### src/design/tensor_constant_pad_scatter_unit_assert.svh
// ----------------------------------------------------------------------------
// Assertion macros for the tensor constant pad scatter unit
// Concurrent checks written once here; they compile away under SYNTHESIS.
// ----------------------------------------------------------------------------
`ifndef TENSOR_CONSTANT_PAD_SCATTER_UNIT_ASSERT_SVH
`define TENSOR_CONSTANT_PAD_SCATTER_UNIT_ASSERT_SVH

`ifndef SYNTHESIS
// same-cycle implication
`define TCPS_ASSERT_IMP(label, clk, rst_n, ante, cons) \
	label: assert property (@(posedge clk) disable iff (!rst_n) (ante) |-> (cons)) \
		else $error("tcps: same-cycle check failed");
// next-cycle implication
`define TCPS_ASSERT_NXT(label, clk, rst_n, ante, cons) \
	label: assert property (@(posedge clk) disable iff (!rst_n) (ante) |=> (cons)) \
		else $error("tcps: next-cycle check failed");
`else
`define TCPS_ASSERT_IMP(label, clk, rst_n, ante, cons)
`define TCPS_ASSERT_NXT(label, clk, rst_n, ante, cons)
`endif

`endif

### src/design/tcps_pkg.sv
// ----------------------------------------------------------------------------
// tcps_pkg
// Shared constants, register indexes and types of the constant pad scatter unit.
// ----------------------------------------------------------------------------
package tcps_pkg;

	// fixed field widths
	localparam int FIELD_W    = 32;
	localparam int CFG_IDX_W  = 3;
	localparam int CFG_DATA_W = 32;
	localparam int EXT_W      = 11;
	localparam int PAD_W      = 8;
	localparam int OEXT_W     = 12;   // extent + two pad bytes
	localparam int TOT_W      = 48;   // exact product of four padded extents
	localparam int NUM_DIMS   = 4;

	// parameter defaults
	localparam int DEF_ELEM_BITS  = 32;
	localparam int DEF_MAX_EXTENT = 1024;
	localparam int DEF_INDEX_BITS = 32;

	// register indexes
	localparam logic [CFG_IDX_W-1:0] REG_IN_BATCHES  = 3'd0;
	localparam logic [CFG_IDX_W-1:0] REG_IN_CHANNELS = 3'd1;
	localparam logic [CFG_IDX_W-1:0] REG_IN_HEIGHT   = 3'd2;
	localparam logic [CFG_IDX_W-1:0] REG_IN_WIDTH    = 3'd3;
	localparam logic [CFG_IDX_W-1:0] REG_PAD_BEFORE  = 3'd4;
	localparam logic [CFG_IDX_W-1:0] REG_PAD_AFTER   = 3'd5;
	localparam logic [CFG_IDX_W-1:0] REG_PAD_VALUE   = 3'd6;

	// request function codes
	localparam logic FUNC_FILL = 1'b0;
	localparam logic FUNC_DATA = 1'b1;

	// register file contents; dimension 0 is the batch, 3 the column
	typedef struct packed {
		logic [NUM_DIMS-1:0][EXT_W-1:0] ext;
		logic [CFG_DATA_W-1:0]          pad_before;
		logic [CFG_DATA_W-1:0]          pad_after;
		logic [CFG_DATA_W-1:0]          pad_value;
	} cfg_t;

	// status of the derived-value sequencer
	typedef struct packed {
		logic ready;
		logic load;
	} prep_stat_t;

endpackage

### src/design/tcps_ifs.sv
// ----------------------------------------------------------------------------
// tcps channel interfaces
// Valid/ready channels for input requests, result writes and register writes.
// ----------------------------------------------------------------------------
interface tcps_item_if
	import tcps_pkg::*;
();
	logic               valid;
	logic               ready;
	logic               func;
	logic [FIELD_W-1:0] elem_value;

	modport source (output valid, func, elem_value, input ready);
	modport sink (input valid, func, elem_value, output ready);
endinterface

interface tcps_result_if
	import tcps_pkg::*;
();
	logic               valid;
	logic               ready;
	logic [FIELD_W-1:0] out_index;
	logic [FIELD_W-1:0] out_value;
	logic               phase_last;

	modport source (output valid, out_index, out_value, phase_last, input ready);
	modport sink (input valid, out_index, out_value, phase_last, output ready);
endinterface

interface tcps_cfg_if
	import tcps_pkg::*;
();
	logic                  valid;
	logic                  ready;
	logic [CFG_IDX_W-1:0]  index;
	logic [CFG_DATA_W-1:0] data;

	modport source (output valid, index, data, input ready);
	modport sink (input valid, index, data, output ready);
endinterface

### src/design/tcps_cfg_regs.sv
// ----------------------------------------------------------------------------
// tcps_cfg_regs
// Configuration register file: extents, packed pad counts and pad value.
// ----------------------------------------------------------------------------
module tcps_cfg_regs
	import tcps_pkg::*;
(
	input  logic                  clk,
	input  logic                  arst_n,
	input  logic                  wr_en,
	input  logic [CFG_IDX_W-1:0]  wr_idx,
	input  logic [CFG_DATA_W-1:0] wr_data,
	output cfg_t                  cfg
);

	cfg_t cfg_q;

	always_ff @(posedge clk or negedge arst_n) begin
		if (!arst_n) begin
			for (int d = 0; d < NUM_DIMS; d++) begin
				cfg_q.ext[d] <= EXT_W'(1);
			end
			cfg_q.pad_before <= '0;
			cfg_q.pad_after  <= '0;
			cfg_q.pad_value  <= '0;
		end else if (wr_en) begin
			unique case (wr_idx)
				REG_IN_BATCHES:  cfg_q.ext[0]    <= wr_data[EXT_W-1:0];
				REG_IN_CHANNELS: cfg_q.ext[1]    <= wr_data[EXT_W-1:0];
				REG_IN_HEIGHT:   cfg_q.ext[2]    <= wr_data[EXT_W-1:0];
				REG_IN_WIDTH:    cfg_q.ext[3]    <= wr_data[EXT_W-1:0];
				REG_PAD_BEFORE:  cfg_q.pad_before <= wr_data;
				REG_PAD_AFTER:   cfg_q.pad_after  <= wr_data;
				REG_PAD_VALUE:   cfg_q.pad_value  <= wr_data;
				default: ;
			endcase
		end
	end

	assign cfg = cfg_q;

endmodule

### src/design/tcps_prep.sv
// ----------------------------------------------------------------------------
// tcps_prep
// Derived-value sequencer: clamped and padded extents, strides, saturated
// total, per-dimension index terms; all products go through one shared multiplier.
// ----------------------------------------------------------------------------
module tcps_prep
	import tcps_pkg::*;
#(
	parameter int MAX_EXTENT = DEF_MAX_EXTENT,
	parameter int INDEX_BITS = DEF_INDEX_BITS
) (
	input  logic                                    clk,
	input  logic                                    arst_n,
	input  logic                                    restart,
	input  cfg_t                                    cfg,
	input  logic [NUM_DIMS-1:0][$clog2(MAX_EXTENT)-1:0] cnt,
	output logic [NUM_DIMS-1:0][EXT_W-1:0]          cext,
	output logic [NUM_DIMS-1:0][INDEX_BITS-1:0]     stride,
	output logic [NUM_DIMS-1:0][INDEX_BITS-1:0]     base,
	output logic [NUM_DIMS-1:0][INDEX_BITS-1:0]     cinit,
	output logic [INDEX_BITS:0]                     total,
	output prep_stat_t                              stat
);

	localparam int CNT_W  = $clog2(MAX_EXTENT);
	localparam int OPB_W  = ((CNT_W > PAD_W) ? CNT_W : PAD_W) + 1;
	localparam int MB_W   = (OPB_W > OEXT_W) ? OPB_W : OEXT_W;
	localparam int PROD_W = TOT_W + MB_W;
	localparam logic [PROD_W-1:0] TOT_CAP = PROD_W'(1) << INDEX_BITS;
	localparam logic [31:0] MAX_EXT_W32 = 32'(MAX_EXTENT);

	localparam logic [3:0] STEP_EXT  = 4'd0;
	localparam logic [3:0] STEP_ST1  = 4'd1;
	localparam logic [3:0] STEP_ST0  = 4'd2;
	localparam logic [3:0] STEP_TOT  = 4'd3;
	localparam logic [3:0] STEP_C2   = 4'd4;
	localparam logic [3:0] STEP_B2   = 4'd5;
	localparam logic [3:0] STEP_C1   = 4'd6;
	localparam logic [3:0] STEP_B1   = 4'd7;
	localparam logic [3:0] STEP_C0   = 4'd8;
	localparam logic [3:0] STEP_B0   = 4'd9;
	localparam logic [3:0] STEP_LOAD = 4'd10;
	localparam logic [3:0] STEP_IDLE = 4'd11;

	logic [3:0]                          step_q;
	logic [3:0]                          step_nxt;
	logic [NUM_DIMS-1:0][EXT_W-1:0]      ce_q;
	logic [NUM_DIMS-1:0][OEXT_W-1:0]     oe_q;
	logic [TOT_W-1:0]                    st1_q;
	logic [TOT_W-1:0]                    st0_q;
	logic [INDEX_BITS:0]                 tot_q;
	logic [NUM_DIMS-1:0][INDEX_BITS-1:0] cin_q;
	logic [NUM_DIMS-1:0][INDEX_BITS-1:0] base_q;

	logic [NUM_DIMS-1:0][PAD_W-1:0]      pb;
	logic [NUM_DIMS-1:0][PAD_W-1:0]      pa;
	logic [NUM_DIMS-1:0][EXT_W-1:0]      ce;
	logic [NUM_DIMS-1:0][OPB_W-1:0]      opb;
	logic [TOT_W-1:0]                    mul_a;
	logic [MB_W-1:0]                     mul_b;
	logic [PROD_W-1:0]                   prod;

	// pad bytes, clamped extents and counter-plus-pad operands
	always_comb begin
		for (int d = 0; d < NUM_DIMS; d++) begin
			pb[d] = cfg.pad_before[PAD_W*(NUM_DIMS-1-d) +: PAD_W];
			pa[d] = cfg.pad_after[PAD_W*(NUM_DIMS-1-d) +: PAD_W];
			if (cfg.ext[d] == '0) begin
				ce[d] = EXT_W'(1);
			end else if (32'(cfg.ext[d]) > MAX_EXT_W32) begin
				ce[d] = EXT_W'(MAX_EXTENT);
			end else begin
				ce[d] = cfg.ext[d];
			end
			opb[d] = OPB_W'(cnt[d]) + OPB_W'(pb[d]);
		end
	end

	// shared multiplier operand select
	always_comb begin
		unique case (step_q)
			STEP_ST1: begin mul_a = TOT_W'(oe_q[3]); mul_b = MB_W'(oe_q[2]); end
			STEP_ST0: begin mul_a = st1_q;           mul_b = MB_W'(oe_q[1]); end
			STEP_TOT: begin mul_a = st0_q;           mul_b = MB_W'(oe_q[0]); end
			STEP_C2:  begin mul_a = TOT_W'(oe_q[3]); mul_b = MB_W'(opb[2]);  end
			STEP_B2:  begin mul_a = TOT_W'(oe_q[3]); mul_b = MB_W'(pb[2]);   end
			STEP_C1:  begin mul_a = st1_q;           mul_b = MB_W'(opb[1]);  end
			STEP_B1:  begin mul_a = st1_q;           mul_b = MB_W'(pb[1]);   end
			STEP_C0:  begin mul_a = st0_q;           mul_b = MB_W'(opb[0]);  end
			STEP_B0:  begin mul_a = st0_q;           mul_b = MB_W'(pb[0]);   end
			default:  begin mul_a = '0;              mul_b = '0;             end
		endcase
	end

	assign prod = PROD_W'(mul_a) * PROD_W'(mul_b);

	always_comb begin
		unique case (step_q)
			STEP_EXT:  step_nxt = STEP_ST1;
			STEP_ST1:  step_nxt = STEP_ST0;
			STEP_ST0:  step_nxt = STEP_TOT;
			STEP_TOT:  step_nxt = STEP_C2;
			STEP_C2:   step_nxt = STEP_B2;
			STEP_B2:   step_nxt = STEP_C1;
			STEP_C1:   step_nxt = STEP_B1;
			STEP_B1:   step_nxt = STEP_C0;
			STEP_C0:   step_nxt = STEP_B0;
			STEP_B0:   step_nxt = STEP_LOAD;
			STEP_LOAD: step_nxt = STEP_IDLE;
			STEP_IDLE: step_nxt = STEP_IDLE;
			default:   step_nxt = STEP_IDLE;
		endcase
	end

	always_ff @(posedge clk or negedge arst_n) begin
		if (!arst_n) begin
			step_q <= STEP_EXT;
		end else if (restart) begin
			step_q <= STEP_EXT;
		end else begin
			step_q <= step_nxt;
		end
	end

	always_ff @(posedge clk) begin
		unique case (step_q)
			STEP_EXT: begin
				for (int d = 0; d < NUM_DIMS; d++) begin
					ce_q[d] <= ce[d];
					oe_q[d] <= OEXT_W'(ce[d]) + OEXT_W'(pb[d]) + OEXT_W'(pa[d]);
				end
			end
			STEP_ST1: begin
				st1_q     <= TOT_W'(prod);
				cin_q[3]  <= INDEX_BITS'(opb[3]);
				base_q[3] <= INDEX_BITS'(pb[3]);
			end
			STEP_ST0: st0_q <= TOT_W'(prod);
			STEP_TOT: begin
				// saturate the output total at the index space
				if (prod > TOT_CAP) begin
					tot_q <= (INDEX_BITS+1)'(TOT_CAP);
				end else begin
					tot_q <= (INDEX_BITS+1)'(prod);
				end
			end
			STEP_C2: cin_q[2]  <= INDEX_BITS'(prod);
			STEP_B2: base_q[2] <= INDEX_BITS'(prod);
			STEP_C1: cin_q[1]  <= INDEX_BITS'(prod);
			STEP_B1: base_q[1] <= INDEX_BITS'(prod);
			STEP_C0: cin_q[0]  <= INDEX_BITS'(prod);
			STEP_B0: base_q[0] <= INDEX_BITS'(prod);
			default: ;
		endcase
	end

	assign cext      = ce_q;
	assign stride[0] = INDEX_BITS'(st0_q);
	assign stride[1] = INDEX_BITS'(st1_q);
	assign stride[2] = INDEX_BITS'(oe_q[3]);
	assign stride[3] = INDEX_BITS'(1);
	assign base      = base_q;
	assign cinit     = cin_q;
	assign total     = tot_q;
	assign stat.ready = (step_q == STEP_IDLE);
	assign stat.load  = (step_q == STEP_LOAD);

endmodule

### src/design/tcps_core.sv
// ----------------------------------------------------------------------------
// tcps_core
// Per-request logic: fill counter, input coordinate counters and the
// per-dimension index terms whose sum is the padded output index.
// ----------------------------------------------------------------------------
module tcps_core
	import tcps_pkg::*;
#(
	parameter int ELEM_BITS  = DEF_ELEM_BITS,
	parameter int MAX_EXTENT = DEF_MAX_EXTENT,
	parameter int INDEX_BITS = DEF_INDEX_BITS
) (
	input  logic                                        clk,
	input  logic                                        arst_n,
	input  logic                                        accept,
	input  logic                                        func,
	input  logic [FIELD_W-1:0]                          elem_value,
	input  logic [CFG_DATA_W-1:0]                       pad_value,
	input  logic [NUM_DIMS-1:0][EXT_W-1:0]              cext,
	input  logic [NUM_DIMS-1:0][INDEX_BITS-1:0]         stride,
	input  logic [NUM_DIMS-1:0][INDEX_BITS-1:0]         base,
	input  logic [NUM_DIMS-1:0][INDEX_BITS-1:0]         cinit,
	input  logic [INDEX_BITS:0]                         total,
	input  logic                                        load,
	output logic [NUM_DIMS-1:0][$clog2(MAX_EXTENT)-1:0] cnt,
	output logic                                        push,
	output logic [((INDEX_BITS < 32) ? INDEX_BITS : 32)-1:0] push_idx,
	output logic [((ELEM_BITS < 32) ? ELEM_BITS : 32)-1:0]   push_val,
	output logic                                        push_last
);

	localparam int CNT_W  = $clog2(MAX_EXTENT);
	localparam int CMP_W  = ((CNT_W > EXT_W) ? CNT_W : EXT_W) + 1;
	localparam int OIDX_W = (INDEX_BITS < 32) ? INDEX_BITS : 32;
	localparam int VAL_W  = (ELEM_BITS < 32) ? ELEM_BITS : 32;

	logic [INDEX_BITS:0]                 fill_q;
	logic [NUM_DIMS-1:0][CNT_W-1:0]      cnt_q;
	logic [NUM_DIMS-1:0][INDEX_BITS-1:0] c_q;
	logic                                done_q;

	logic [INDEX_BITS:0]     fill_inc;
	logic                    fill_ok;
	logic                    data_go;
	logic [NUM_DIMS-1:0]     at_end;
	logic [NUM_DIMS-1:0]     adv;
	logic                    all_end;
	logic [INDEX_BITS-1:0]   data_idx;

	assign fill_inc = fill_q + (INDEX_BITS+1)'(1);
	assign fill_ok  = (fill_q < total);
	assign data_go  = accept && (func == FUNC_DATA) && !done_q;
	assign data_idx = c_q[0] + c_q[1] + c_q[2] + c_q[3];

	// a counter at or past its last position counts as at its end
	always_comb begin
		for (int d = 0; d < NUM_DIMS; d++) begin
			at_end[d] = (CMP_W'(cnt_q[d]) + CMP_W'(1)) >= CMP_W'(cext[d]);
		end
		adv[NUM_DIMS-1] = 1'b1;
		for (int d = NUM_DIMS-2; d >= 0; d--) begin
			adv[d] = adv[d+1] & at_end[d+1];
		end
	end

	assign all_end = &at_end;

	always_ff @(posedge clk or negedge arst_n) begin
		if (!arst_n) begin
			fill_q <= '0;
			cnt_q  <= '0;
			done_q <= 1'b0;
		end else if (accept) begin
			if (func == FUNC_FILL) begin
				if (fill_ok) begin
					fill_q <= fill_inc;
				end
			end else if (!done_q) begin
				for (int d = 0; d < NUM_DIMS; d++) begin
					if (adv[d]) begin
						cnt_q[d] <= at_end[d] ? '0 : cnt_q[d] + CNT_W'(1);
					end
				end
				done_q <= all_end;
			end
		end
	end

	// index terms: load the initial terms, step by the stride, or drop back to the leading-pad base
	always_ff @(posedge clk) begin
		if (load) begin
			c_q <= cinit;
		end else if (data_go) begin
			for (int d = 0; d < NUM_DIMS; d++) begin
				if (adv[d]) begin
					c_q[d] <= at_end[d] ? base[d] : c_q[d] + stride[d];
				end
			end
		end
	end

	always_comb begin
		if (func == FUNC_FILL) begin
			push      = accept && fill_ok;
			push_idx  = OIDX_W'(fill_q);
			push_val  = VAL_W'(pad_value);
			push_last = (fill_inc == total);
		end else begin
			push      = data_go;
			push_idx  = OIDX_W'(data_idx);
			push_val  = VAL_W'(elem_value);
			push_last = all_end;
		end
	end

	assign cnt = cnt_q;

endmodule

### src/design/tcps_outbuf.sv
// ----------------------------------------------------------------------------
// tcps_outbuf
// Two-entry result queue that decouples the result channel from the input.
// ----------------------------------------------------------------------------
module tcps_outbuf
	import tcps_pkg::*;
#(
	parameter int IDX_W = DEF_INDEX_BITS,
	parameter int VAL_W = DEF_ELEM_BITS
) (
	input  logic             clk,
	input  logic             arst_n,
	input  logic             push,
	input  logic [IDX_W-1:0] push_idx,
	input  logic [VAL_W-1:0] push_val,
	input  logic             push_last,
	input  logic             pop,
	output logic             valid,
	output logic             space,
	output logic [IDX_W-1:0] out_idx,
	output logic [VAL_W-1:0] out_val,
	output logic             out_last
);

	logic [IDX_W-1:0] idx_q  [2];
	logic [VAL_W-1:0] val_q  [2];
	logic             last_q [2];
	logic             wr_ptr_q;
	logic             rd_ptr_q;
	logic [1:0]       count_q;

	always_ff @(posedge clk or negedge arst_n) begin
		if (!arst_n) begin
			wr_ptr_q <= 1'b0;
			rd_ptr_q <= 1'b0;
			count_q  <= 2'd0;
		end else begin
			if (push) begin
				wr_ptr_q <= ~wr_ptr_q;
			end
			if (pop) begin
				rd_ptr_q <= ~rd_ptr_q;
			end
			if (push && !pop) begin
				count_q <= count_q + 2'd1;
			end else if (pop && !push) begin
				count_q <= count_q - 2'd1;
			end
		end
	end

	always_ff @(posedge clk) begin
		if (push) begin
			idx_q[wr_ptr_q]  <= push_idx;
			val_q[wr_ptr_q]  <= push_val;
			last_q[wr_ptr_q] <= push_last;
		end
	end

	assign valid    = (count_q != 2'd0);
	assign space    = (count_q != 2'd2);
	assign out_idx  = idx_q[rd_ptr_q];
	assign out_val  = val_q[rd_ptr_q];
	assign out_last = last_q[rd_ptr_q];

endmodule

### src/design/tensor_constant_pad_scatter_unit.sv
// ----------------------------------------------------------------------------
// tensor_constant_pad_scatter_unit
// Constant-pad write generator for a rank-4 tensor.
// ----------------------------------------------------------------------------
// Takes one request per clock when not held off and returns its write, if any,
// registered through a two-entry result queue, so a stalled result channel
// costs no rate until the queue is full. A fill request writes the pad value at
// the next linear output index until the padded total is covered; a data
// request writes the element at its padded row-major index, kept as four
// per-dimension terms that step by stride and are summed. After reset and after
// every register write the derived-value sequencer builds the padded extents,
// then strides, saturated total and index terms on its one shared multiplier,
// and holds requests off; register writes are taken in every cycle.

`include "tensor_constant_pad_scatter_unit_assert.svh"

module tensor_constant_pad_scatter_unit
	import tcps_pkg::*;
#(
	parameter int ELEM_BITS  = DEF_ELEM_BITS,
	parameter int MAX_EXTENT = DEF_MAX_EXTENT,
	parameter int INDEX_BITS = DEF_INDEX_BITS
) (
	input  logic          clk,
	input  logic          arst_n,
	tcps_item_if.sink     item,
	tcps_result_if.source result,
	tcps_cfg_if.sink      cfg
);

	localparam int CNT_W  = $clog2(MAX_EXTENT);
	localparam int OIDX_W = (INDEX_BITS < 32) ? INDEX_BITS : 32;
	localparam int VAL_W  = (ELEM_BITS < 32) ? ELEM_BITS : 32;

	cfg_t                                cfg_w;
	prep_stat_t                          prep_stat;
	logic [NUM_DIMS-1:0][EXT_W-1:0]      cext;
	logic [NUM_DIMS-1:0][INDEX_BITS-1:0] stride;
	logic [NUM_DIMS-1:0][INDEX_BITS-1:0] base;
	logic [NUM_DIMS-1:0][INDEX_BITS-1:0] cinit;
	logic [INDEX_BITS:0]                 total;
	logic [NUM_DIMS-1:0][CNT_W-1:0]      cnt;
	logic                                cfg_wr;
	logic                                accept;
	logic                                push;
	logic [OIDX_W-1:0]                   push_idx;
	logic [VAL_W-1:0]                    push_val;
	logic                                push_last;
	logic                                buf_space;
	logic [OIDX_W-1:0]                   res_idx;
	logic [VAL_W-1:0]                    res_val;

	assign cfg.ready = 1'b1;
	assign cfg_wr    = cfg.valid && cfg.ready;

	// hold requests while derived values are rebuilt, a write is pending or the queue is full
	assign item.ready = prep_stat.ready && !cfg.valid && buf_space;
	assign accept     = item.valid && item.ready;

	tcps_cfg_regs u_cfg_regs (
		.clk     (clk),
		.arst_n  (arst_n),
		.wr_en   (cfg_wr),
		.wr_idx  (cfg.index),
		.wr_data (cfg.data),
		.cfg     (cfg_w)
	);

	tcps_prep #(
		.MAX_EXTENT (MAX_EXTENT),
		.INDEX_BITS (INDEX_BITS)
	) u_prep (
		.clk     (clk),
		.arst_n  (arst_n),
		.restart (cfg_wr),
		.cfg     (cfg_w),
		.cnt     (cnt),
		.cext    (cext),
		.stride  (stride),
		.base    (base),
		.cinit   (cinit),
		.total   (total),
		.stat    (prep_stat)
	);

	tcps_core #(
		.ELEM_BITS  (ELEM_BITS),
		.MAX_EXTENT (MAX_EXTENT),
		.INDEX_BITS (INDEX_BITS)
	) u_core (
		.clk        (clk),
		.arst_n     (arst_n),
		.accept     (accept),
		.func       (item.func),
		.elem_value (item.elem_value),
		.pad_value  (cfg_w.pad_value),
		.cext       (cext),
		.stride     (stride),
		.base       (base),
		.cinit      (cinit),
		.total      (total),
		.load       (prep_stat.load),
		.cnt        (cnt),
		.push       (push),
		.push_idx   (push_idx),
		.push_val   (push_val),
		.push_last  (push_last)
	);

	tcps_outbuf #(
		.IDX_W (OIDX_W),
		.VAL_W (VAL_W)
	) u_outbuf (
		.clk       (clk),
		.arst_n    (arst_n),
		.push      (push),
		.push_idx  (push_idx),
		.push_val  (push_val),
		.push_last (push_last),
		.pop       (result.valid && result.ready),
		.valid     (result.valid),
		.space     (buf_space),
		.out_idx   (res_idx),
		.out_val   (res_val),
		.out_last  (result.phase_last)
	);

	assign result.out_index = FIELD_W'(res_idx);
	assign result.out_value = FIELD_W'(res_val);

	`TCPS_ASSERT_IMP(a_push_needs_accept, clk, arst_n, push, item.valid && item.ready)
	`TCPS_ASSERT_IMP(a_ready_after_load, clk, arst_n, $rose(prep_stat.ready), $past(prep_stat.load))
	`TCPS_ASSERT_NXT(a_cfg_restarts_prep, clk, arst_n, cfg.valid && cfg.ready, !prep_stat.ready)
	`TCPS_ASSERT_NXT(a_no_phantom_result, clk, arst_n, !result.valid && !push, !result.valid)

endmodule

### src/flat_wrapper.sv
// flat-port wrapper written by rule: the top's interface ports become plain ports
module tensor_constant_pad_scatter_unit_flat import tcps_pkg::*;
#(
	parameter int ELEM_BITS  = DEF_ELEM_BITS,
	parameter int MAX_EXTENT = DEF_MAX_EXTENT,
	parameter int INDEX_BITS = DEF_INDEX_BITS
)
  (clk, arst_n, item_valid, item_func, item_elem_value, item_ready, result_valid, result_out_index, result_out_value, result_phase_last, result_ready, cfg_valid, cfg_index, cfg_data, cfg_ready);
  tcps_item_if item_i ();
  tcps_result_if result_i ();
  tcps_cfg_if cfg_i ();
  input  logic clk;
  input  logic arst_n;
  input wire logic [$bits(item_i.valid)-1:0] item_valid;
  input wire logic [$bits(item_i.func)-1:0] item_func;
  input wire logic [$bits(item_i.elem_value)-1:0] item_elem_value;
  output wire logic [$bits(item_i.ready)-1:0] item_ready;
  output wire logic [$bits(result_i.valid)-1:0] result_valid;
  output wire logic [$bits(result_i.out_index)-1:0] result_out_index;
  output wire logic [$bits(result_i.out_value)-1:0] result_out_value;
  output wire logic [$bits(result_i.phase_last)-1:0] result_phase_last;
  input wire logic [$bits(result_i.ready)-1:0] result_ready;
  input wire logic [$bits(cfg_i.valid)-1:0] cfg_valid;
  input wire logic [$bits(cfg_i.index)-1:0] cfg_index;
  input wire logic [$bits(cfg_i.data)-1:0] cfg_data;
  output wire logic [$bits(cfg_i.ready)-1:0] cfg_ready;
  assign item_i.valid = item_valid;
  assign item_i.func = item_func;
  assign item_i.elem_value = item_elem_value;
  assign item_ready = item_i.ready;
  assign result_valid = result_i.valid;
  assign result_out_index = result_i.out_index;
  assign result_out_value = result_i.out_value;
  assign result_phase_last = result_i.phase_last;
  assign result_i.ready = result_ready;
  assign cfg_i.valid = cfg_valid;
  assign cfg_i.index = cfg_index;
  assign cfg_i.data = cfg_data;
  assign cfg_ready = cfg_i.ready;
  tensor_constant_pad_scatter_unit #(.ELEM_BITS(ELEM_BITS), .MAX_EXTENT(MAX_EXTENT), .INDEX_BITS(INDEX_BITS)) u_core (.clk(clk), .arst_n(arst_n), .item(item_i), .result(result_i), .cfg(cfg_i));
endmodule
### config.mk
export PLATFORM = sky130hd
export DESIGN_NAME = tensor_constant_pad_scatter_unit_flat
export DESIGN_NICKNAME = d
export VERILOG_FILES = /design/src/design/tcps_pkg.sv /design/src/design/tcps_ifs.sv /design/src/design/tcps_cfg_regs.sv /design/src/design/tcps_prep.sv /design/src/design/tcps_core.sv /design/src/design/tcps_outbuf.sv /design/src/design/tensor_constant_pad_scatter_unit.sv /design/src/flat_wrapper.sv
export VERILOG_INCLUDE_DIRS = /design/src /design/src/design
export SDC_FILE = /design/constraint.sdc
export NUM_CORES = 2
export LEC_CHECK = 0
export BUFFER_PORTS_ARGS = -buffer_cell sky130_fd_sc_hd__buf_4
export CAP_MARGIN = 20
export CORE_MARGIN = 8
export CORE_UTILIZATION = 25
export DETAILED_ROUTE_END_ITERATION = 8
export PLACE_DENSITY_LB_ADDON = 0.2
export SETUP_SLACK_MARGIN = 0.5
export SYNTH_ARGS = -nofsm -noshare
export SYNTH_HDL_FRONTEND = slang
export SYNTH_SLANG_ARGS = --single-unit
### constraint.sdc
create_clock -name clk -period 9.8 [get_ports clk]
set_input_delay 0.98 -clock clk [delete_from_list [all_inputs] [get_ports clk]]
set_output_delay 0.98 -clock clk [all_outputs]
set_load 0.05 [all_outputs]
==> metrics <==
# nets final=7365; RSZ-0062 raised after global routing=yes; Setup TNS=0 ns; dominant synthesized flop cell=edfxtp_1; status=finished, final reports clean; Routed WL per cell=21.0 microns; Leakage=approximately 31 nW; Die H=roughly 530 microns; largest net degree at the start of global routing=113; max-cap viol count=0; CTS tree=done; WP buf/inv=9; initial core utilization=about a quarter; Syn Inst Count=6192; # rows=around 190; DP Wirelength=between 150 and 200 mm; Hold Fails Final Rpt=0; Detail Route Antenna Nets=0; gr usage total=14.3%; hold_buf cts=0; clk buf depth=3; final worst-path cycle share=between 90 and 100%; Syn-to-layout area delta=16.4%; fmax=roughly 0.11 GHz; Peak supply drop=0.162 mV; worst-path maximum fanout=19; Non-Filler Instances=between 10000 and 15000; Chip Width=532 microns; WP data arrival=9.64 ns; CTS clk-pin slew, worst paths=0.06 ns; worst clock skew=0.0344 ns; slew margin rel.=26.8%; clk_lat worst skew=about 0.76 ns; Psw=about 0.0070 W; critical path type=reg2reg; gr ovfl total=0; starting DRC count in detailed routing=2778; H-tree level count=3; Port Buffer Count=139; Setup crit start kind=register; Seq/Total Area, Yosys=roughly two fifths; die area=283000 sq um; # clock sinks=around 910; layout cells sized above 1=between 10% and 20%; root buffer cell=clkbuf_16; CP dominant cell by count=fa_1; post-synth top area cell=edfxtp_1; share of the synthesized area in the top cell type=between 30% and 40%; Sequential Power Share=31.9%; Worst path max stage delay=0.56 ns; drt pass-1 iters=5; placed instance count=9756; Netlist Area Pre-Place=66600 sq um; number of synthesized register bits=912; critical path's slowest cell=fa_1; Worst-Margin Slew=1.09 ns; CP required=10.28 ns; Routed Wire Length=approximately 210 mm; first-pass GRT wire length=~310 mm; R2R Setup Slk=0.64 ns; Num CTS Buffers=107; via count=46200; Top delay family on crit path=adder cells; remaining routing DRC violations=0; Int Power=0.0106 W; Min-Delay Path Class=in2async; vias in the first global route=48200; distinct cell type count after synthesis=88; cells taking the most area after synthesis=edfxtp_1 31%, fa_1 17%, dfrtp_1 8.2%, ha_1 6.7%, mux2_2 4.4%; Vias/cell=4.62; warnings from Yosys=0; Critical Path Sink Type=register; Top Ports=141; power density over the cells=227 nW/um^2; initial antenna violation count=9; Pwr Total=0.0176 W; Post-synth EDFFs=690; Syn Area/Cell=10.8 sq um; switching share of power=39.9%; Max Slew Vio Count=0; Comb pwr share=43.8%; GP Congestion=roughly 0.83; Core ar.=265000 sq um; # fillers=27400; Final Critical Period=between 9 and 10 ns; Clock power frac=24.4%; asr flop ratio synth=24.3%; Final setup viols=0
[placed cells by master (no fill, tap or decap), types with 53 or more instances in the layout]
cell / Yosys / final
a21o_1: 104 / 103
a21oi_1: 294 / 266
a22oi_1: 53 / 53
and2_1: 69 / 61
and3_1: 86 / 85
buf_4: 3 / 296
clkbuf_16: 0 / 114
dfrtp_1: 218 / 209
edfxtp_1: 690 / 690
fa_1: 565 / 562
ha_1: 356 / 335
inv_1: 655 / 650
mux2_2: 260 / 260
nand2_1: 739 / 730
nand2b_1: 79 / 79
nand3_1: 89 / 89
nand4_1: 57 / 57
nor2_1: 416 / 406
nor2b_1: 72 / 71
o21ai_0: 214 / 201
o21bai_1: 58 / 58
xnor2_1: 232 / 226
xor2_1: 141 / 139
[power by group through the flow]
stage / Clock [W] / Combinational (W) / Sequential [W]
floorplan: 0 / 0.00466 / 0.00546
global placement: 0 / 0.00731 / 0.00570
detailed placement: 0 / 0.00734 / 0.00571
CTS: 0.00442 / 0.00746 / 0.00563
global route: 0.00456 / 0.00847 / 0.00566
finish: 0.00430 / 0.00771 / 0.00561
[cells in the mapped netlist, drive strengths merged (21+ instances only)]
| cell | n |
|---|---|
| o21bai | 58 |
| a21o | 104 |
| and3 | 86 |
| xor2 | 141 |
| buf | 26 |
| nor3 | 53 |
| a21oi | 298 |
| fa | 565 |
| clkbuf | 235 |
| nor4 | 21 |
| nand3 | 89 |
| a211oi | 25 |
| a22oi | 53 |
| inv | 657 |
| mux2i | 23 |
| o21a | 39 |
| a31oi | 43 |
| nand2 | 739 |
| edfxtp | 690 |
| nor2b | 72 |
| and2 | 70 |
| mux2 | 260 |
| a22o | 40 |
| nand4 | 57 |
| ha | 356 |
| dfrtp | 218 |
| nor2 | 416 |
| o21ai | 237 |
| xnor2 | 232 |
| nand2b | 79 |
[worst paths after layout]
| kind | cells past startpoint | startpoint | end |
|---|---|---|---|
| setup / recovery | 39 | u_core.u_cfg_regs.cfg[80] | u_core.u_prep.total[32] |
| hold / removal | 1 | arst_n | u_core.u_cfg_regs.cfg[85] |
| setup reg to reg | 39 | u_core.u_cfg_regs.cfg[80] | u_core.u_prep.total[32] |
| hold reg to reg | 1 | u_core.u_core.done_q | u_core.u_core.done_q |
| max in group asynchronous | 2 | arst_n | u_core.u_outbuf.rd_ptr_q |
| min in group clk | 2 | cfg_data[14] | u_core.u_cfg_regs.cfg[46] |
[per-stage QoR]
step | hold WS (ns) | area (sq um) | utilization, % | setup WS [ns]
global placement | 0.470 | 72600 | 27.4 | 0.169
detailed placement | 0.479 | 72600 | 27.4 | 0.102
global route | 0.354 | 77500 | 29.2 | 0.243
finish | 0.314 | 77500 | 29.3 | 0.638
floorplan | 0.455 | 66600 | - | 0.703
CTS | 0.304 | 76600 | 28.9 | 0.515
[layer usage]
metal	global-route usage (%)	share of wire [%]	up-vias
met3	2.25	4.7	244
met4	3.40	2.5	2
met5	0	0.0062	-
met2	24.2	47	1008
met1	19.2	45	23400
li1	-	-	21500
[kinds of logic after synthesis]
group,Yosys count,share of synthesized area [%]
compound gates,1032,9.94
xor+xnor,373,4.90
fa+ha+maj,921,23.7
buf+inv,918,5.23
flops,912,39.4
mux,283,4.74
other cells,2,0.0113
simple gates,1751,12.1
[sequential cells by signal (all words and copies together) (netlist names), 2 cells and up]
signal                   count
u_core.u_outbuf.idx_q       64
u_core.u_cfg_regs.cfg      140
u_core.u_prep.base         104
u_core.u_core.fill_q        33
u_core.u_prep.st0_q         48
u_core.u_outbuf.count_q      2
u_core.u_prep.step_q         4
u_core.u_prep.oe_q          36
u_core.u_prep.cext          44
u_core.u_core.cnt           40
u_core.u_prep.stride        12
u_core.u_core.c_q          128
u_core.u_outbuf.val_q       64
u_core.u_outbuf.last_q       2
u_core.u_prep.st1_q         48
u_core.u_prep.cinit        107
u_core.u_prep.total         33
[worst reg2reg max path, delay by kind of cell, from the launching register on]
| family | cells | cell delay [ns] |
|---|---|---|
| xor+xnor | 2 | 0.31 |
| buf+inv | 9 | 0.93 |
| fa+ha+maj | 8 | 3.31 |
| compound gates | 13 | 2.84 |
| simple gates | 7 | 1.06 |
| flops | 1 | 0.41 |
[final cells by class]
class | count | area [sq um] | share of cell area, %
tap | 3533 | 4420 | 5.70
antenna | 6 | 15.0 | 0.0194
multi-input combinational | 4365 | 37700 | 48.7
inverter | 657 | 2470 | 3.18
clock buffer | 155 | 3100 | 4.00
sequential | 912 | 26300 | 33.9
timing repair buffer | 328 | 2830 | 3.65
clock inverter | 47 | 682 | 0.879
[repair_timing]
action / CTS / global route
buffers inserted: 4 / 22
resized for setup: 36 / 144
cloned: 2 / 9
pin swaps: 6 / 34
setup endpoints to repair: 33 / 33
(Power assumes the default switching activity.)
